`config.mk`:
```
export PLATFORM = sky130hd
export DESIGN_NAME = nrsh_ctrl
export DESIGN_NICKNAME = d
export VERILOG_FILES = /design/src/sv/nrsh_pkg.sv /design/src/sv/nrsh_ctrl.sv
export SDC_FILE = /design/constraint.sdc
export NUM_CORES = 1
export LEC_CHECK = 0
export ABC_AREA = 1
export BUFFER_PORTS_ARGS = -buffer_cell sky130_fd_sc_hd__buf_2
export CAP_MARGIN = 10
export CORE_ASPECT_RATIO = 0.75
export CORE_MARGIN = 2
export CORE_UTILIZATION = 54
export DETAILED_ROUTE_END_ITERATION = 16
export PLACE_DENSITY = 0.83
export SYNTH_ARGS = -nofsm -noshare
export SYNTH_HDL_FRONTEND = slang
export SYNTH_SLANG_ARGS = --single-unit
```
`constraint.sdc`:
```
create_clock -name i_clk -period 5.5 [get_ports i_clk]
set_clock_uncertainty 0.2 [all_clocks]
set_input_delay 0.275 -clock i_clk [delete_from_list [all_inputs] [get_ports i_clk]]
set_output_delay 0.275 -clock i_clk [all_outputs]
set_load 0.02 [all_outputs]
```
`src/sv/nrsh_pkg.sv`:
```
// ----------------------------------------------------------------------------
// nrsh_pkg
// Shared constants and controller/datapath interface types for the
// nearest ray/sphere hit search.
// ----------------------------------------------------------------------------
package nrsh_pkg;

    localparam int MAX_SPHERES_DEF = 16;

    localparam int IN_DATA_W  = 272;
    localparam int OUT_DATA_W = 40;
    localparam int CFG_IDX_W  = 1;
    localparam int CFG_DATA_W = 13;

    localparam logic [CFG_IDX_W-1:0] REG_SPHERES_IN_USE = 1'b0;
    localparam logic [CFG_IDX_W-1:0] REG_MIN_DISTANCE   = 1'b1;

    localparam logic OP_LOAD  = 1'b0;
    localparam logic OP_QUERY = 1'b1;

    localparam int MUL_W   = 37;          // operand width of the shared multiplier
    localparam int PROD_W  = 2 * MUL_W;   // product and det accumulator width
    localparam int B24_W   = 49;
    localparam int ROOT_W  = PROD_W / 2;
    localparam int REM_W   = ROOT_W + 3;
    localparam int T_W     = MUL_W + 2;
    localparam int DIST_W  = 31;

    localparam logic [3:0] STEP_RXDX = 4'd0;
    localparam logic [3:0] STEP_RYDY = 4'd1;
    localparam logic [3:0] STEP_RZDZ = 4'd2;
    localparam logic [3:0] STEP_RXRX = 4'd3;
    localparam logic [3:0] STEP_RYRY = 4'd4;
    localparam logic [3:0] STEP_RZRZ = 4'd5;
    localparam logic [3:0] STEP_RR   = 4'd6;
    localparam logic [3:0] STEP_BB   = 4'd7;
    localparam logic [3:0] STEP_LAST = 4'd8;

    typedef struct packed {
        logic       load;
        logic       query;
        logic       rd;
        logic       diff;
        logic       mul;
        logic [3:0] step;
        logic       sq_init;
        logic       sq_step;
        logic       eval;
        logic       out_load;
    } t_cmd;

    typedef struct packed {
        logic det_neg;
        logic out_valid;
    } t_sts;

endpackage

```
`src/sv/nrsh_ctrl.sv`:
```
// ----------------------------------------------------------------------------
// nrsh_ctrl
// Sequencer: takes items, walks the sphere table and steps the datapath
// through multiply and, for entries not missed, square root and compare.
// ----------------------------------------------------------------------------
module nrsh_ctrl #(
    parameter int MAX_SPHERES = nrsh_pkg::MAX_SPHERES_DEF,
    parameter int IW          = (MAX_SPHERES > 1) ? $clog2(MAX_SPHERES) : 1,
    parameter int NW          = $clog2(MAX_SPHERES + 1)
) (
    input  logic            i_clk,
    input  logic            i_rst_n,
    input  logic            i_valid,
    output logic            o_ready,
    input  logic            i_op,
    output nrsh_pkg::t_cmd  o_cmd,
    output logic [IW-1:0]   o_idx,
    input  nrsh_pkg::t_sts  i_sts,
    input  logic [NW-1:0]   i_n_lim
);
    import nrsh_pkg::*;

    typedef enum logic [2:0] {
        IDLE, FETCH, DIFF, MUL, SQINIT, SQRT, EVAL, WAIT_OUT
    } t_state;

    t_state        r_state, n_state;
    logic [IW-1:0] r_idx, n_idx;
    logic [5:0]    r_cnt, n_cnt;
    logic          last;

    assign last    = (NW'(r_idx) + NW'(1)) == i_n_lim;
    assign o_ready = (r_state == IDLE);
    assign o_idx   = r_idx;

    always_comb begin
        n_state = r_state;
        n_idx   = r_idx;
        n_cnt   = r_cnt;
        o_cmd   = '0;
        case (r_state)
            IDLE: begin
                if (i_valid) begin
                    if (i_op == OP_LOAD) begin
                        o_cmd.load = 1'b1;
                    end else begin
                        o_cmd.query = 1'b1;
                        n_idx       = '0;
                        n_state     = (i_n_lim == '0) ? WAIT_OUT : FETCH;
                    end
                end
            end
            FETCH: begin
                o_cmd.rd = 1'b1;
                n_state  = DIFF;
            end
            DIFF: begin
                o_cmd.diff = 1'b1;
                n_cnt      = '0;
                n_state    = MUL;
            end
            MUL: begin
                o_cmd.mul  = 1'b1;
                o_cmd.step = r_cnt[3:0];
                n_cnt      = r_cnt + 6'd1;
                if (r_cnt[3:0] == STEP_LAST)
                    n_state = SQINIT;
            end
            SQINIT: begin
                n_cnt = '0;
                if (i_sts.det_neg) begin
                    n_idx   = last ? r_idx : r_idx + IW'(1);
                    n_state = last ? WAIT_OUT : FETCH;
                end else begin
                    o_cmd.sq_init = 1'b1;
                    n_state       = SQRT;
                end
            end
            SQRT: begin
                o_cmd.sq_step = 1'b1;
                n_cnt         = r_cnt + 6'd1;
                if (r_cnt == 6'(ROOT_W - 1))
                    n_state = EVAL;
            end
            EVAL: begin
                o_cmd.eval = 1'b1;
                n_idx      = last ? r_idx : r_idx + IW'(1);
                n_state    = last ? WAIT_OUT : FETCH;
            end
            WAIT_OUT: begin
                if (!i_sts.out_valid) begin
                    o_cmd.out_load = 1'b1;
                    n_state        = IDLE;
                end
            end
            default: n_state = IDLE;
        endcase
    end

    always_ff @(posedge i_clk) begin
        if (!i_rst_n) begin
            r_state <= IDLE;
            r_idx   <= '0;
            r_cnt   <= '0;
        end else begin
            r_state <= n_state;
            r_idx   <= n_idx;
            r_cnt   <= n_cnt;
        end
    end

`ifndef NO_ASSERTIONS
    a_out_free: assert property (@(posedge i_clk) disable iff (!i_rst_n)
        o_cmd.out_load |-> !i_sts.out_valid) else $error("result overwritten");
    a_sqrt_pos: assert property (@(posedge i_clk) disable iff (!i_rst_n)
        (r_state == SQRT) |-> !i_sts.det_neg) else $error("root of negative det");
    a_rd_range: assert property (@(posedge i_clk) disable iff (!i_rst_n)
        o_cmd.rd |-> (NW'(r_idx) < i_n_lim)) else $error("entry beyond spheres in use");
    a_no_take: assert property (@(posedge i_clk) disable iff (!i_rst_n)
        (r_state != IDLE) |=> !$past(o_cmd.load)) else $error("load while busy");
`endif

endmodule

```
-- Yosys cells after proc, flatten, opt, wreduce, memory -nomap -nowiden
Index checks and enable logic that the tools add are counted.
Widths: inputs -> output; s select.
- bits in registers: 13
- logic and storage cells: 58
- eq/ne operators: 16
- reductions and logical operators: 8
- add/subtract/negate cells: 3
- mux-type cells: 28
- operators by type and width (cell ; number):
    $mux 3 ; 8
    $pmux 3 s8 ; 1
    $mux 4 ; 4
    $eq 3x3->1 const B ; 4
    $pmux 4 s3 ; 1
    $pmux 6 s2 ; 1
    $mux 1 ; 10
    $ne 2x2->1 const B ; 5
    $add 6x1->6 const B ; 1
    $eq 3x2->1 const B ; 2
    $eq 6x6->1 const B ; 1
    $add 4x1->5 const B ; 1
    $eq 5x5->1 ; 1
    $logic_not 5->1 ; 1
    $mux 5 ; 1
    $reduce_and 5->1 ; 1
    $add 4x1->4 const B ; 1
    $eq 4x4->1 const B ; 1
    $mux 2 ; 2
    $reduce_and 4->1 ; 1
    $reduce_or 2->1 ; 2
    $eq 3x1->1 const B ; 1
    $logic_not 3->1 ; 1
    $reduce_bool 3->1 ; 1
    other kinds (2) ; 2

-- Depth between registers and ports, before layout
- depth in word-level cells: 5
- gate-level depth with buffers: 12

-- Worst setup path after synthesis
OpenSTA, ideal clock, no wires.
- path kind: register to register
- from: reg r_idx[0] (netlist: o_idx[0])
- to: reg r_idx[1] (netlist: o_idx[1])
- path slack: 3593 ps
- arrival time: 1588 ps
- cell stages (with the launch flop): 11
- data required time: 5181 ps
- cell sequence: dfxtp_1 ha_1 nand2_1 o21ai_1 nand3_1 nor2_1 nand3_1 nand3_2 nand2_1 nand2_1 nor2_1
- word-level cells in the longest chain between the ends: 5
- elaborated cells on any way between the ends: 6
- classes of those cells: 2 x add/sub; 1 x eq/ne; 3 x mux
- RTL lines (element ; line ; RTL):
    start: declaration ; nrsh_ctrl.sv:28 ; logic [IW-1:0] r_idx, n_idx;
    start signal: assignment ; nrsh_ctrl.sv:107 ; r_idx <= n_idx;
    $add 4x1->5 ; nrsh_ctrl.sv:32 ; assign last = (NW'(r_idx) + NW'(1)) == i_n_lim;
    $eq 5x5->1 ; nrsh_ctrl.sv:32 ;
    $mux 4 (*) ; nrsh_ctrl.sv:72, nrsh_ctrl.sv:87 ;
    $mux 4 ; nrsh_ctrl.sv:71 ; if (i_sts.det_neg) begin
    $pmux 4 s3 (*) ; nrsh_ctrl.sv:41 ; case (r_state)
Mark *: on every way between the ends. The rest lies on a longest branch, timed or not. The select of a mux whose other input is x is not followed.
A chain may end at the register's enable or synchronous reset.

-- Worst setup path after layout
Ends and elaborated chain as after synthesis.

==> results.json <==
{
  "status": "finished clean",
  "crit_arrival_ns": 2.03,
  "crit_path_end_kind": "register",
  "vias": 1185,
  "rsz0062_at_grt": "no",
  "synth_cell_types": 20,
  "grt_overflow": 0,
  "cts.sinks": 13,
  "finalCritPeriodShare_pct": 37.5,
  "avgSynthCellArea_sq_um": 5.92,
  "postRouteAntennaNets": 0,
  "postCtsSetupBuffers": 0,
  "chipHeight_um": 41.3,
  "track_usage_pct": 25.7,
  "drtIter0Drc": 39,
  "synth_warnings": 0,
  "cts_buffers": 3,
  "clkTransAtPathRegs_ns": 0.08,
  "grt_pass1_wl_mm": 3.95,
  "maxCapViolCount": 0,
  "relSlewSlack_pct": 68.6,
  "clock_path_buffers": 2,
  "wirelength_mm": 2.53,
  "ys_seq_area_share_pct": 26.0,
  "setup.worst_path.start_class": "register",
  "max_freq_mhz": 484,
  "initial_utilization_pct": 57.5,
  "ys_ff_latch": 13,
  "nets": 216,
  "wl_per_cell_um": 11.4,
  "syn_inst": 169,
  "worstSetupPathType": "reg2reg",
  "fp.dieW_um": 53.7,
  "tightest_slew_ns": 0.470,
  "worst_path_max_delay_cell": "dfxtp_1",
  "fillers": 168,
  "met3_length_um": 238,
  "design_area_sq_um": 1190,
  "boundaryPins": 29,
  "diodes": 0,
  "power_mw": 0.535,
  "cts_root_buf": "clkbuf_4",
  "ctsResizeCount": 0,
  "top_layer": "met4",
  "hp-class": "in2reg",
  "core.rowCount": 13,
  "die_area_sq_um": 2220,
  "cts_max_level": 1,
  "dr_wl_met2_mm": 1.06,
  "grt_max_degree": 9,
  "slowest_delay_ns": 0.45,
  "areaGrowthSynthToFinish_pct": 19.4,
  "slew_viol_final": 0,
  "finalHoldViolCount": 0,
  "hpwl_mm": 2.05,
  "mostFrequentLayoutCells": "nand2_1 (37), inv_1 (33), buf_2 (28)",
  "cts_tree": "yes",
  "power.density_nw_per_um2": 448,
  "clkLatencyLatePin_ns": 0.28,
  "grt_pass1_vias": 917,
  "synth_nets": 183,
  "setup_violations": 0,
  "post-route-min-period_ns": 2.06,
  "crit_fanout": 7,
  "worst_ep_required_time_ns": 5.47,
  "post_dp_cell_area_sq_um": 1170,
  "hold_buffers": 0,
  "viasPerCell": 5.31,
  "drc": 0,
  "critical_path.cell_chain": "ha_1 -> nand2_1 -> o21ai_1 -> nand3_1 -> nor2_1 -> nand3_1 -> nand3_2 -> nand2_1 -> nand2_1 -> nor2_1",
  "cp_common_cell": "nand2_1",
  "grt_antenna_before_repair": 0,
  "wl_met1_mm": 1.20,
  "final_common_cell": "nand2_1",
  "drive_gt1_share_pct": 22.4,
  "numPortBuffers": 28,
  "peakVddDrop_v": 0.000309,
  "core_area_sq_um": 1740,
  "gp_congestion": 0.888,
  "firstDrtPassIters": 4,
  "p_leak_nw": 0.640,
  "fin_setup_tns_ns": 0,
  "syn_area_sq_um": 1000
}
## stage by stage
step                std cells  utilization [%]  hold slack [ns]  setup WS [ns]
finish                    223             68.7           0.0586           3.44
global route              223             68.7           0.0719           3.22
CTS                       223             68.7           0.0467           3.46
detailed placement        219             67.1            0.286           3.47
global placement          219             67.1            0.271           3.57
floorplan                 169                -            0.196           3.59
## where the power goes
part	internal (mW)	switching [mW]
clock	0.0282	0.0316
sequential	0.118	0.0344
combinational	0.103	0.219
total	0.250	0.285
## sequential cells by signal (all words and copies together), names as in the netlist
name / count
r_cnt: 6
r_state: 3
o_idx: 4
## kinds of logic (layout without fill, tap and decap cells)
logic type | Yosys count | count (layout) | synth area share (%)
compound gates | 14 | 14 | 7.62
flops | 13 | 13 | 26.0
simple gates | 100 | 100 | 48.0
buf+inv | 39 | 71 | 14.6
fa+ha+maj | 3 | 3 | 3.75
## routing by layer
layer  GRT usage (%)  vias up
met4            8.33        0
met3            8.03        5
met1            34.2      520
met5               0        -
met2            39.6       56
li1                -      604
## final timing paths
path / start / to / slack (ns) / cells past startpoint
worst max-delay path: o_idx[0] / o_idx[1] / 3.44 / 10
worst min-delay path: i_rst_n / o_idx[0] / 0.06 / 3
worst max register to register: o_idx[0] / o_idx[1] / 3.44 / 10
worst min register to register: r_cnt[0] / r_cnt[0] / 0.30 / 2
## synthesized netlist by cell type
| cell type | n | share of area (%) |
|---|---|---|
| dfxtp_1 | 13 | 26 |
| a21oi_1 | 9 | 4.5 |
| nor3_4 | 1 | 1.6 |
| ha_1 | 3 | 3.8 |
| nand3_1 | 18 | 9.0 |
| o21ai_0 | 2 | 1.0 |
| nor2_4 | 1 | 1.1 |
| nand2_1 | 37 | 14 |
| nor2_2 | 1 | 0.63 |
| nor2_1 | 18 | 6.7 |
| nor3_1 | 10 | 5.0 |
| nand2_2 | 1 | 0.63 |
| nand3_2 | 2 | 2.0 |
| nand4_1 | 10 | 6.3 |
| nand2_4 | 1 | 1.1 |
| inv_1 | 33 | 12 |
| inv_2 | 6 | 2.2 |
| o21bai_1 | 1 | 0.75 |
| o21ai_2 | 1 | 0.88 |
| o21ai_1 | 1 | 0.50 |
## worst max-delay path: cells and delay by family (launching register included)
| kind | cells | cell delay (ns) |
|---|---|---|
| AND/OR/NAND/NOR | 8 | 0.91 |
| AO/OA/AOI/OAI | 1 | 0.15 |
| flip-flops | 1 | 0.45 |
| adder cells (fa/ha/maj) | 1 | 0.24 |
## area by class of cell
type	count	area (sq um)	area share [%]
multi-input cells	117	594	49.7
flip-flops and latches	13	260	21.8
inverters	39	146	12.3
repair buffers	28	140	11.7
well taps	22	27.5	2.30
clock buffers	4	26.3	2.20
Note: power is estimated with default switching activity, not from simulation.
